--- src/sv/svgabw_pkg.sv ---
// Shared types, register codes and constants for the banked SVGA window register block.
package svgabw_pkg;

	typedef enum logic [1:0] {
		REQ_IO_WR  = 2'd0,
		REQ_IO_RD  = 2'd1,
		REQ_MEM_WR = 2'd2,
		REQ_MEM_RD = 2'd3
	} req_t;

	typedef enum logic [2:0] {
		PC_OTHER,
		PC_MISC_OUT,
		PC_SEQ_IDX,
		PC_SEQ_DATA,
		PC_GDC_IDX,
		PC_GDC_DATA,
		PC_CRTC_IDX,
		PC_CRTC_DATA
	} port_cls_t;

	localparam logic [15:0] PORT_MISC_OUT  = 16'h03C2;
	localparam logic [15:0] PORT_SEQ_IDX   = 16'h03C4;
	localparam logic [15:0] PORT_SEQ_DATA  = 16'h03C5;
	localparam logic [15:0] PORT_GDC_IDX   = 16'h03CE;
	localparam logic [15:0] PORT_GDC_DATA  = 16'h03CF;
	localparam logic [15:0] PORT_CRTC_IDX  = 16'h03D4;
	localparam logic [15:0] PORT_CRTC_DATA = 16'h03D5;
	localparam logic [11:0] PORT_MONO_BLK  = 12'h03B;
	localparam logic [11:0] PORT_COLOR_BLK = 12'h03D;
	localparam logic [15:0] PORT_ALIAS_XOR = 16'h0060;

	localparam logic [4:0] SEQ_KEY       = 5'h06;
	localparam logic [4:0] SEQ_EXT_FIRST = 5'h08;
	localparam logic [4:0] SEQ_BANK_CTRL = 5'h11;
	localparam logic [4:0] SEQ_EXT_LAST  = 5'h12;
	localparam logic [7:0] SEQ_KEY_VALUE = 8'h48;

	localparam logic [3:0] GDC_MODE      = 4'h6;
	localparam logic [3:0] GDC_BANK_A    = 4'h9;
	localparam logic [3:0] GDC_BANK_B    = 4'hA;
	localparam logic [3:0] GDC_MEM_CTRL  = 4'hE;
	localparam logic [3:0] GDC_LOCK      = 4'hF;
	localparam logic [2:0] GDC_KEY_VALUE = 3'd5;

	localparam logic [5:0] CRTC_PROT_LAST = 6'h07;
	localparam logic [5:0] CRTC_TIME_LO   = 6'h0E;
	localparam logic [5:0] CRTC_TIME_HI   = 6'h10;
	localparam logic [5:0] CRTC_VRTC_END  = 6'h11;
	localparam logic [5:0] CRTC_LOCK      = 6'h29;
	localparam logic [5:0] CRTC_EXT_END   = 6'h30;
	localparam logic [5:0] CRTC_ID_FIRST  = 6'h31;
	localparam logic [5:0] CRTC_ID_MODEL0 = 6'h36;
	localparam logic [5:0] CRTC_ID_MODEL1 = 6'h37;
	localparam logic [2:0] CRTC_KEY_VALUE = 3'd5;
	localparam logic [7:0] CRTC_MODEL_ID  = 8'h31;

	localparam logic [7:0]  READ_LOCKED = 8'hFF;
	localparam logic [19:0] BANK_HALF   = 20'h08000;

	localparam int unsigned RAM_AW = 7;

	typedef struct packed {
		req_t       req;
		port_cls_t  cls;
		logic [5:0] idx;
	} dec_t;

	typedef struct packed {
		logic [7:0] seq6;
		logic       seq11_b7;
		logic [1:0] gdc6_win;
		logic [6:0] gdc9;
		logic [6:0] gdca;
		logic       gdce_b3;
		logic       gdce_b0;
		logic [2:0] gdcf_key;
		logic       gdcf_b4;
		logic       crtc11_b7;
		logic       crtc29_b7;
		logic       crtc29_b3;
		logic [2:0] crtc29_key;
		logic       banks_set;
	} shadow_t;

	function automatic logic [RAM_AW-1:0] seq_addr(input logic [4:0] i);
		return {2'b00, i};
	endfunction

	function automatic logic [RAM_AW-1:0] gdc_addr(input logic [3:0] i);
		return {3'b010, i};
	endfunction

	function automatic logic [RAM_AW-1:0] crtc_addr(input logic [5:0] i);
		return {1'b1, i};
	endfunction

	function automatic logic [7:0] reset_value(input logic [RAM_AW-1:0] a);
		logic [7:0] v;
		v = 8'h00;
		if (a[RAM_AW-1]) begin
			unique case (a[5:0])
				6'h31:   v = 8'h57;
				6'h32:   v = 8'h44;
				6'h33:   v = 8'h39;
				6'h34:   v = 8'h30;
				6'h35:   v = 8'h43;
				default: v = 8'h00;
			endcase
		end
		return v;
	endfunction

endpackage

--- src/sv/svga_bank_window_register_block_unit.sv ---
// Top level: banked SVGA memory window with locked extension registers.
// Takes one bus access per clock while in_stall is low and returns one result per access.
// A result passes the register RAM read, then the output register, and is held up only
// while out_stall holds the output register; the output register lets a new access enter
// while a result still waits. Sequencer, graphics and CRTC data registers live
// in a 128x8 register RAM read when the access is taken and written back when the access
// moves to the output register; a write-back to the entry read in that same cycle is
// forwarded. The index registers and the color-select bit are flip-flops in the decoder.
// Every RAM entry carries a valid bit cleared by reset, so no clearing pass is needed after
// reset. The user must write the chip_model register through cfg_we/cfg_wdata only while no
// access is in flight; the block itself does not enforce this.
module svga_bank_window_register_block_unit (
	input  logic        clk,
	input  logic        arst_n,
	input  logic        cfg_we,
	input  logic        cfg_wdata,
	input  logic        in_valid,
	output logic        in_stall,
	input  logic [1:0]  req_type,
	input  logic [19:0] bus_address,
	input  logic [7:0]  write_data,
	output logic        out_valid,
	input  logic        out_stall,
	output logic [7:0]  read_data,
	output logic        forwarded,
	output logic        mem_hit,
	output logic [19:0] linear_address,
	output logic [7:0]  vram_write_data,
	output logic        timing_changed,
	output logic        low_res
);
	import svgabw_pkg::*;

	logic               chip_model_q;
	logic               accept;
	logic               advance;
	dec_t               dec;
	logic [RAM_AW-1:0]  raddr;

	logic               valid_s1;
	dec_t               dec_s1;
	logic [RAM_AW-1:0]  raddr_s1;
	logic [19:0]        addr_s1;
	logic [7:0]         wdata_s1;
	logic [7:0]         rdata_s1;

	shadow_t            sh_q;
	logic [19:0]        base;
	logic               win_hit;

	logic               ram_we;
	logic               wr_ok;
	logic               recompute;
	logic [7:0]         rd_c;
	logic               fwd_c;
	logic               hit_c;
	logic [19:0]        lin_c;
	logic [7:0]         vram_c;
	logic               tc_c;
	logic               low_res_c;
	logic [4:0]         idx5;
	logic [3:0]         idx4;
	logic [5:0]         idx6;

	logic               out_valid_q;
	logic [7:0]         read_data_q;
	logic               forwarded_q;
	logic               mem_hit_q;
	logic [19:0]        linear_address_q;
	logic [7:0]         vram_write_data_q;
	logic               timing_changed_q;
	logic               low_res_q;

	always_ff @(posedge clk or negedge arst_n) begin
		if (!arst_n) begin
			chip_model_q <= 1'b0;
		end else if (cfg_we) begin
			chip_model_q <= cfg_wdata;
		end
	end

	assign advance  = valid_s1 && (!out_valid_q || !out_stall);
	assign in_stall = valid_s1 && !advance;
	assign accept   = in_valid && !in_stall;

	svgabw_decode u_decode (
		.clk        (clk),
		.arst_n     (arst_n),
		.accept     (accept),
		.chip_model (chip_model_q),
		.req_type   (req_type),
		.io_addr    (bus_address[15:0]),
		.wdata      (write_data),
		.dec        (dec),
		.raddr      (raddr)
	);

	svgabw_reg_ram u_ram (
		.clk      (clk),
		.arst_n   (arst_n),
		.re       (accept),
		.raddr    (raddr),
		.we       (ram_we),
		.waddr    (raddr_s1),
		.wdata    (wdata_s1),
		.rdata_s1 (rdata_s1)
	);

	always_ff @(posedge clk or negedge arst_n) begin
		if (!arst_n) begin
			valid_s1 <= 1'b0;
		end else if (accept) begin
			valid_s1 <= 1'b1;
		end else if (advance) begin
			valid_s1 <= 1'b0;
		end
	end

	always_ff @(posedge clk) begin
		if (accept) begin
			dec_s1   <= dec;
			raddr_s1 <= raddr;
			addr_s1  <= bus_address;
			wdata_s1 <= write_data;
		end
	end

	svgabw_bank_map u_bank_map (
		.sh       (sh_q),
		.sel      (addr_s1[16:15]),
		.is_write (dec_s1.req == REQ_MEM_WR),
		.base     (base)
	);

	always_comb begin
		unique case (sh_q.gdc6_win)
			2'd0:    win_hit = addr_s1[19:17] == 3'b101;
			2'd1:    win_hit = addr_s1[19:16] == 4'hA;
			2'd2:    win_hit = addr_s1[19:15] == 5'b10110;
			default: win_hit = addr_s1[19:15] == 5'b10111;
		endcase
	end

	assign idx5 = dec_s1.idx[4:0];
	assign idx4 = dec_s1.idx[3:0];
	assign idx6 = dec_s1.idx;

	always_comb begin
		rd_c      = 8'h00;
		fwd_c     = 1'b0;
		hit_c     = 1'b0;
		lin_c     = 20'h00000;
		vram_c    = 8'h00;
		tc_c      = 1'b0;
		wr_ok     = 1'b0;
		recompute = 1'b0;
		unique case (dec_s1.req)
			REQ_IO_WR: begin
				unique case (dec_s1.cls)
					PC_SEQ_DATA: begin
						if (idx5 >= SEQ_EXT_FIRST) begin
							if (chip_model_q && sh_q.seq6 == SEQ_KEY_VALUE) begin
								wr_ok     = 1'b1;
								recompute = idx5 == SEQ_BANK_CTRL;
							end
						end else begin
							wr_ok = 1'b1;
							fwd_c = 1'b1;
						end
					end
					PC_GDC_DATA: begin
						if (!(idx4 >= GDC_BANK_A && idx4 < GDC_LOCK
								&& sh_q.gdcf_key != GDC_KEY_VALUE)) begin
							wr_ok = 1'b1;
							if (idx4 == GDC_MODE || idx4 == GDC_BANK_A
									|| idx4 == GDC_BANK_B || idx4 == GDC_MEM_CTRL) begin
								recompute = 1'b1;
							end else begin
								fwd_c = 1'b1;
							end
						end
					end
					PC_CRTC_IDX: fwd_c = 1'b0;
					PC_CRTC_DATA: begin
						if (!((idx6 <= CRTC_PROT_LAST && sh_q.crtc11_b7)
								|| (idx6 > CRTC_LOCK && sh_q.crtc29_key != CRTC_KEY_VALUE)
								|| (idx6 >= CRTC_ID_FIRST && idx6 <= CRTC_ID_MODEL1))) begin
							wr_ok = 1'b1;
							fwd_c = 1'b1;
							tc_c  = rdata_s1 != wdata_s1
								&& (idx6 < CRTC_TIME_LO || idx6 > CRTC_TIME_HI);
						end
					end
					default: fwd_c = 1'b1;
				endcase
			end
			REQ_IO_RD: begin
				unique case (dec_s1.cls)
					PC_SEQ_IDX: begin
						rd_c  = {3'b000, idx5};
						fwd_c = 1'b1;
					end
					PC_SEQ_DATA: begin
						if (idx5 >= SEQ_EXT_FIRST) begin
							if (!chip_model_q || sh_q.seq6 != SEQ_KEY_VALUE
									|| idx5 > SEQ_EXT_LAST) begin
								rd_c = READ_LOCKED;
							end else begin
								rd_c = rdata_s1;
							end
						end else begin
							rd_c  = rdata_s1;
							fwd_c = 1'b1;
						end
					end
					PC_GDC_IDX: begin
						rd_c  = {4'h0, idx4};
						fwd_c = 1'b1;
					end
					PC_GDC_DATA: begin
						if (idx4 >= GDC_BANK_A && idx4 < GDC_LOCK && sh_q.gdcf_b4) begin
							rd_c = READ_LOCKED;
						end else begin
							rd_c  = rdata_s1;
							fwd_c = 1'b1;
						end
					end
					PC_CRTC_IDX: rd_c = {2'b00, idx6};
					PC_CRTC_DATA: begin
						if (idx6 > CRTC_LOCK && idx6 < CRTC_EXT_END
								&& !(sh_q.crtc29_b7 && !sh_q.crtc29_b3)) begin
							rd_c = READ_LOCKED;
						end else if (idx6 == CRTC_ID_MODEL0 || idx6 == CRTC_ID_MODEL1) begin
							rd_c = chip_model_q ? CRTC_MODEL_ID : 8'h00;
						end else begin
							rd_c = rdata_s1;
						end
					end
					default: begin
						rd_c  = READ_LOCKED;
						fwd_c = 1'b1;
					end
				endcase
			end
			default: begin
				if (win_hit) begin
					hit_c  = 1'b1;
					lin_c  = {5'b00000, addr_s1[14:0]} + base;
					vram_c = (dec_s1.req == REQ_MEM_WR) ? wdata_s1 : 8'h00;
				end else begin
					fwd_c = 1'b1;
				end
			end
		endcase
	end

	assign ram_we = advance && wr_ok;

	assign low_res_c = (wr_ok && dec_s1.cls == PC_GDC_DATA && idx4 == GDC_MEM_CTRL)
		? !wdata_s1[0] : !sh_q.gdce_b0;

	// mirror the lock and bank control registers for fixed-place reads
	always_ff @(posedge clk or negedge arst_n) begin
		if (!arst_n) begin
			sh_q <= '0;
		end else if (ram_we) begin
			if (recompute) begin
				sh_q.banks_set <= 1'b1;
			end
			unique case (dec_s1.cls)
				PC_SEQ_DATA: begin
					if (idx5 == SEQ_KEY) begin
						sh_q.seq6 <= wdata_s1;
					end
					if (idx5 == SEQ_BANK_CTRL) begin
						sh_q.seq11_b7 <= wdata_s1[7];
					end
				end
				PC_GDC_DATA: begin
					unique case (idx4)
						GDC_MODE:     sh_q.gdc6_win <= wdata_s1[3:2];
						GDC_BANK_A:   sh_q.gdc9     <= wdata_s1[6:0];
						GDC_BANK_B:   sh_q.gdca     <= wdata_s1[6:0];
						GDC_MEM_CTRL: begin
							sh_q.gdce_b3 <= wdata_s1[3];
							sh_q.gdce_b0 <= wdata_s1[0];
						end
						GDC_LOCK: begin
							sh_q.gdcf_key <= wdata_s1[2:0];
							sh_q.gdcf_b4  <= wdata_s1[4];
						end
						default: ;
					endcase
				end
				PC_CRTC_DATA: begin
					if (idx6 == CRTC_VRTC_END) begin
						sh_q.crtc11_b7 <= wdata_s1[7];
					end
					if (idx6 == CRTC_LOCK) begin
						sh_q.crtc29_b7  <= wdata_s1[7];
						sh_q.crtc29_b3  <= wdata_s1[3];
						sh_q.crtc29_key <= wdata_s1[2:0];
					end
				end
				default: ;
			endcase
		end
	end

	always_ff @(posedge clk or negedge arst_n) begin
		if (!arst_n) begin
			out_valid_q <= 1'b0;
		end else if (advance) begin
			out_valid_q <= 1'b1;
		end else if (!out_stall) begin
			out_valid_q <= 1'b0;
		end
	end

	always_ff @(posedge clk) begin
		if (advance) begin
			read_data_q       <= rd_c;
			forwarded_q       <= fwd_c;
			mem_hit_q         <= hit_c;
			linear_address_q  <= lin_c;
			vram_write_data_q <= vram_c;
			timing_changed_q  <= tc_c;
			low_res_q         <= low_res_c;
		end
	end

	assign out_valid       = out_valid_q;
	assign read_data       = read_data_q;
	assign forwarded       = forwarded_q;
	assign mem_hit         = mem_hit_q;
	assign linear_address  = linear_address_q;
	assign vram_write_data = vram_write_data_q;
	assign timing_changed  = timing_changed_q;
	assign low_res         = low_res_q;

endmodule

--- src/sv/svgabw_decode.sv ---
// Port decode, plus index registers and color-select bit updated by accepted I/O writes.
module svgabw_decode (
	input  logic                             clk,
	input  logic                             arst_n,
	input  logic                             accept,
	input  logic                             chip_model,
	input  logic [1:0]                       req_type,
	input  logic [15:0]                      io_addr,
	input  logic [7:0]                       wdata,
	output svgabw_pkg::dec_t                 dec,
	output logic [svgabw_pkg::RAM_AW-1:0]    raddr
);
	import svgabw_pkg::*;

	logic [4:0]  seq_index_q;
	logic [3:0]  gdc_index_q;
	logic [5:0]  crtc_index_q;
	logic        color_select_q;
	logic [15:0] port;
	port_cls_t   cls;
	req_t        req;

	assign req = req_t'(req_type);

	always_comb begin
		port = io_addr;
		if ((io_addr[15:4] == PORT_MONO_BLK || io_addr[15:4] == PORT_COLOR_BLK)
				&& !color_select_q) begin
			port = io_addr ^ PORT_ALIAS_XOR;
		end
		unique case (port)
			PORT_MISC_OUT:  cls = PC_MISC_OUT;
			PORT_SEQ_IDX:   cls = PC_SEQ_IDX;
			PORT_SEQ_DATA:  cls = PC_SEQ_DATA;
			PORT_GDC_IDX:   cls = PC_GDC_IDX;
			PORT_GDC_DATA:  cls = PC_GDC_DATA;
			PORT_CRTC_IDX:  cls = PC_CRTC_IDX;
			PORT_CRTC_DATA: cls = PC_CRTC_DATA;
			default:        cls = PC_OTHER;
		endcase
	end

	always_comb begin
		dec.req = req;
		dec.cls = cls;
		unique case (cls)
			PC_SEQ_IDX, PC_SEQ_DATA: begin
				dec.idx = {1'b0, seq_index_q};
				raddr   = seq_addr(seq_index_q);
			end
			PC_GDC_IDX, PC_GDC_DATA: begin
				dec.idx = {2'b00, gdc_index_q};
				raddr   = gdc_addr(gdc_index_q);
			end
			PC_CRTC_IDX, PC_CRTC_DATA: begin
				dec.idx = crtc_index_q;
				raddr   = crtc_addr(crtc_index_q);
			end
			default: begin
				dec.idx = 6'd0;
				raddr   = seq_addr(seq_index_q);
			end
		endcase
	end

	always_ff @(posedge clk or negedge arst_n) begin
		if (!arst_n) begin
			seq_index_q    <= '0;
			gdc_index_q    <= '0;
			crtc_index_q   <= '0;
			color_select_q <= 1'b0;
		end else if (accept && req == REQ_IO_WR) begin
			unique case (cls)
				PC_MISC_OUT: color_select_q <= wdata[0];
				PC_SEQ_IDX:  seq_index_q    <= wdata[4:0];
				PC_GDC_IDX:  gdc_index_q    <= wdata[3:0];
				PC_CRTC_IDX: crtc_index_q   <= chip_model ? wdata[5:0] : {1'b0, wdata[4:0]};
				default: ;
			endcase
		end
	end

endmodule

--- src/sv/svgabw_reg_ram.sv ---
// Register file RAM for sequencer, graphics and CRTC data, with entry valid bits and forwarding.
module svgabw_reg_ram (
	input  logic                             clk,
	input  logic                             arst_n,
	input  logic                             re,
	input  logic [svgabw_pkg::RAM_AW-1:0]    raddr,
	input  logic                             we,
	input  logic [svgabw_pkg::RAM_AW-1:0]    waddr,
	input  logic [7:0]                       wdata,
	output logic [7:0]                       rdata_s1
);
	import svgabw_pkg::*;

	localparam int unsigned Depth = 2 ** RAM_AW;

	logic [7:0]       mem_q [Depth];
	logic [Depth-1:0] vld_q;

	always_ff @(posedge clk) begin
		if (we) begin
			mem_q[waddr] <= wdata;
		end
	end

	always_ff @(posedge clk or negedge arst_n) begin
		if (!arst_n) begin
			vld_q <= '0;
		end else if (we) begin
			vld_q[waddr] <= 1'b1;
		end
	end

	// forward a write that lands on the entry being read in the same cycle
	always_ff @(posedge clk) begin
		if (re) begin
			if (we && waddr == raddr) begin
				rdata_s1 <= wdata;
			end else if (vld_q[raddr]) begin
				rdata_s1 <= mem_q[raddr];
			end else begin
				rdata_s1 <= reset_value(raddr);
			end
		end
	end

endmodule

--- src/sv/svgabw_bank_map.sv ---
// Bank base selection for memory window accesses from the bank control registers.
module svgabw_bank_map (
	input  svgabw_pkg::shadow_t sh,
	input  logic [1:0]          sel,
	input  logic                is_write,
	output logic [19:0]         base
);
	import svgabw_pkg::*;

	logic [19:0] b9;
	logic [19:0] ba;
	logic [19:0] hi;
	logic [19:0] lo_pick;
	logic [19:0] hi_pick;

	assign b9 = {1'b0, sh.gdc9, 12'h000};
	assign ba = {1'b0, sh.gdca, 12'h000};
	assign hi = sh.gdc6_win[1] ? 20'h00000 : BANK_HALF;

	always_comb begin
		lo_pick = b9;
		hi_pick = b9;
		priority if (sh.seq11_b7) begin
			lo_pick = is_write ? ba : b9;
			hi_pick = is_write ? ba : b9;
		end else if (sh.gdce_b3) begin
			if (sh.gdc6_win != 2'b00) begin
				lo_pick = ba;
				hi_pick = b9;
			end else begin
				lo_pick = sel[1] ? b9 : ba;
				hi_pick = sel[1] ? b9 : ba;
			end
		end else begin
			lo_pick = b9;
			hi_pick = b9;
		end
		if (!sh.banks_set) begin
			base = 20'h00000;
		end else if (sel[0]) begin
			base = hi_pick + hi;
		end else begin
			base = lo_pick;
		end
	end

endmodule

--- config.mk ---
export PLATFORM = sky130hd
export DESIGN_NAME = svga_bank_window_register_block_unit
export DESIGN_NICKNAME = d
export VERILOG_FILES = /design/src/sv/svgabw_pkg.sv /design/src/sv/svga_bank_window_register_block_unit.sv /design/src/sv/svgabw_decode.sv /design/src/sv/svgabw_reg_ram.sv /design/src/sv/svgabw_bank_map.sv
export SDC_FILE = /design/constraint.sdc
export NUM_CORES = 2
export LEC_CHECK = 0
export BUFFER_PORTS_ARGS = -buffer_cell sky130_fd_sc_hd__buf_4
export CAP_MARGIN = 40
export CORE_UTILIZATION = 35
export CTS_CLUSTER_SIZE = 28
export DETAILED_ROUTE_END_ITERATION = 16
export HOLD_SLACK_MARGIN = 0.05
export PLACE_DENSITY = 0.6
export SYNTH_ARGS = -nofsm -noshare
export SYNTH_HDL_FRONTEND = slang
export SYNTH_SLANG_ARGS = --single-unit
export TNS_END_PERCENT = 50
--- constraint.sdc ---
create_clock -name clk -period 4.4 [get_ports clk]
set_input_delay 0.88 -clock clk [delete_from_list [all_inputs] [get_ports clk]]
set_output_delay 0.88 -clock clk [all_outputs]
set_load 0.02 [all_outputs]
==> run metrics <==
Max Cap Viol 0; remaining antenna violation count after routing 0; Rows 135; Setup TNS 0 ns; Psw 4.63 mW; final critical-path setup slack 0.139 ns; synth warn 0; combinational power share 2.3%; RSZ-0062 raised after global routing no; first-pass GRT wire length 210 mm; Critical Path AT 4.84 ns; drt drc 0; IO Pins 78; post-synthesis cell type count 85; Slew @ Worst Pin 0.925 ns; DR pass1 iterations 5; Total Wirelength 142 mm; Fillers 12.4k; Post-Place Worst Slack -1.01 ns; Initial Utilization 35.5%; clock share of power 44.0%; worst hold start write_data[7]; antenna violations before repair 2; fin nets 4291; final core occ 42.8%; worst hold path depth 1; crit share post-route 96.8%; Worst Setup End Kind flip-flop; simple-gate share of the synthesized area 15.5%; Crit Path Class input pin to flip-flop; Die W 373 microns; TritonCTS clock tree built; Post-synth EDFFs 994; CTS sink count 1167; ys flop type edfxtp_1; status complete, no violations; fin. max-slew vios 0; Sw Ratio 20.5%; worst hold path class input pin to flip-flop; GP Congestion 0.925; CTS Buf Count 118; FF-to-FF path depth 11; Root Driver clkbuf_16; CP Launch Point bus_address[13]; count of final setup violators 0; Flop pwr share 53.7%; mux contribution to synthesized area 2.55%; drt wl/cell 23.1 microns; Syn-to-layout area delta 20.7%; total gr overflow 0; Seq/Total Area, Yosys 70.8%; crit start category input pin; H-tree Lvls 3; main combinational cell family by area after synthesis simple AND/OR/NAND/NOR gates; PwrDens 388 nW/um^2; largest net degree at the start of global routing 119; core footprint 136000 sq um; final hold vios 0; clock buffer depth 3; GRT Util Overall 19.9%; Yosys reg bits 1167; Total Die Area 139000 sq um; die height 373 microns; reg-to-reg startpoint idx6[2]; Compound-Gate Fraction of Synth Area 7.95%; syn nets 3804; DRT iter0 DRCs 3572; synthesized area 48300 sq um; Synth Instances 3762; Synth Area in XOR/XNOR 0.399%; Total Power Consumption 22.6 mW; diode count 0; hpwl dp 93.0 mm; Max Fanout on Critical Path 40; # port buffers 77; Tmin final 4.26 ns; Reg clk slew, reported paths 0.06 ns; maximum VDD drop 0.328 mV; worst skew pair latency 0.71 ns; share of layout cells above drive strength 1 22.5%; Post-synth ARST share 14.8%; vias per inst 5.39; Avg Cell Area, Syn 12.8 sq um; Final Cell Area 58300 sq um; Slew headroom 38.3%; Int Pwr 18.0 mW; Post-CTS Setup Bufs 0; placed cell areas 54400 sq um; Via Count 33.0k; Max Freq 235 MHz; leak pwr 21.8 nW; worst path required time 4.98 ns; number of global-route vias before repair 32.1k; area share of fa/ha/maj cells after synthesis 0.171%; Layout Skew 0.0311 ns
area by class of cell:
cell class	instances	area, sq um	share of cell area [%]
clock inverters	62	627	1.08
multi-input cells	2330	12900	22.1
clock buffers	159	3180	5.46
repair buffers	603	5050	8.67
inverters	29	135	0.232
well taps	1781	2230	3.83
flip-flops and latches	1167	34200	58.7
routing by layer:
layer / vias to the layer above / share of wire (%) / track usage, %
met2: 1367 / 46 / 31.3
met5: - / 0 / 0
met1: 16500 / 44 / 27.8
met3: 278 / 7.5 / 3.29
met4: 0 / 3.4 / 7.18
li1: 14900 / - / -
cells in the mapped netlist, drive strengths merged (4+ instances only):
master	number	share of area (%)
a21oi	100	1.1
nand4	21	0.27
mux2	57	1.3
nor2b	15	0.19
nand2b	10	0.13
a211o	6	0.11
o221ai	8	0.15
o31a	4	0.073
or2	116	1.5
ha	5	0.13
a21o	5	0.078
o21ai	66	0.68
a21boi	11	0.17
mux2i	57	1.2
xor2	5	0.091
a31oi	93	1.2
a2111oi	5	0.091
and4	5	0.091
o2111ai	7	0.13
o22ai	24	0.31
edfxtp	994	62
a32oi	9	0.16
nor4	17	0.23
and2	29	0.38
xnor2	17	0.31
nand3b	6	0.10
dfrtp	173	9.0
inv	28	0.23
nor3b	5	0.078
a22oi	5	0.078
nand3	190	2.0
and3	142	1.8
nor3	24	0.27
nor2	178	1.4
a311oi	93	1.7
buf	162	1.9
nand2	864	6.7
a31o	4	0.073
o211ai	10	0.19
clkbuf	74	0.58
a211oi	81	1.3
path summary, 6_finish.rpt:
kind | end | slack (ns)
worst max-delay path | u_ram.rdata_s1[6] | 0.14
worst min-delay path | wdata_s1[7] | 0.35
worst max register to register | u_ram.mem_q[82][2] | 0.20
worst min register to register | u_ram.vld_q[109] | 0.46
max in group asynchronous | u_ram.vld_q[10] | 2.77
min in group asynchronous | valid_s1 | 0.56
power by group through the flow:
stage	Combinational (mW)	Sequential (mW)	Clock [mW]
3_3_place_gp	0.502	12.4	0
5_1_grt	0.562	12.1	10.5
3_5_place_dp	0.527	12.4	0
6_report	0.521	12.1	9.95
4_1_cts	0.529	12.1	10.1
2_1_floorplan	0.118	12.5	0
logic make-up (layout without fill, tap and decap cells):
| kind of cell | after synthesis | in the layout |
|---|---|---|
| xor+xnor | 22 | 22 |
| flops | 1167 | 1167 |
| fa+ha+maj | 6 | 6 |
| buf+inv | 265 | 853 |
| mux | 114 | 114 |
| compound gates | 552 | 552 |
| simple gates | 1636 | 1636 |
layout by cell type, fill, tap and decap left out, drive strengths merged, types with 6 or more instances in the layout:
| master | instances |
|---|---|
| o2111ai | 7 |
| a31oi | 93 |
| and2 | 29 |
| o21ai | 66 |
| nand2b | 10 |
| clkbuf | 160 |
| a311oi | 93 |
| o22ai | 24 |
| a211oi | 81 |
| bufinv | 12 |
| nand2 | 864 |
| dfrtp | 173 |
| a21boi | 11 |
| a211o | 6 |
| a32oi | 9 |
| and3 | 142 |
| mux2 | 57 |
| xnor2 | 17 |
| nand4 | 21 |
| a21oi | 100 |
| or2 | 116 |
| nand3 | 190 |
| nor3 | 24 |
| edfxtp | 994 |
| o211ai | 10 |
| buf | 601 |
| nor2b | 15 |
| nor4 | 17 |
| clkinv | 45 |
| nor2 | 178 |
| nand3b | 6 |
| mux2i | 57 |
| o221ai | 8 |
| inv | 32 |
critical path, stage by stage:
cell	delay [ns]
buf_4	0.12
buf_4	0.13
nor4_4	0.38
buf_4	0.19
nand4_1	0.09
buf_4	0.17
o211ai_4	0.16
and2_4	0.26
buf_4	0.26
buf_12	0.25
nand2_1	0.07
and3_1	0.17
a311oi_1	0.33
a31oi_1	0.11
o21ai_0	0.34
buf_4	0.19
nand3_1	0.07
buf_4	0.16
nor4b_1	0.31
a221o_1	0.15
state kept, by name, indices dropped and copies added, names as in the netlist, 4 cells and up:
name and count:
read_data 8, u_decode.crtc_index_q 6, u_ram.rdata_s1 8, idx6 6, vram_write_data 8, u_ram.vld_q 116, addr_s1 20, u_ram.mem_q 900
wdata_s1 8, sh_q 38, raddr_s1 7, u_decode.seq_index_q 5, linear_address 20, u_decode.gdc_index_q 4, dec_s1 5
what timing repair did:
item | in CTS | in global routing
gates resized for setup | 2 | 9
pin swaps | 0 | 0
endpoints found under the setup margin | 1 | 8
hold endpoints to repair | 4 | 0
hold buffers | 1 | 0
per-stage QoR:
stage,hold WS (ns),cells
finish,0.350,6131
global route,0.323,6131
CTS,0.307,6131
detailed placement,0.444,5909
global placement,0.438,5904
floorplan,0.427,3762
Power figures use the tool's default switching activity.
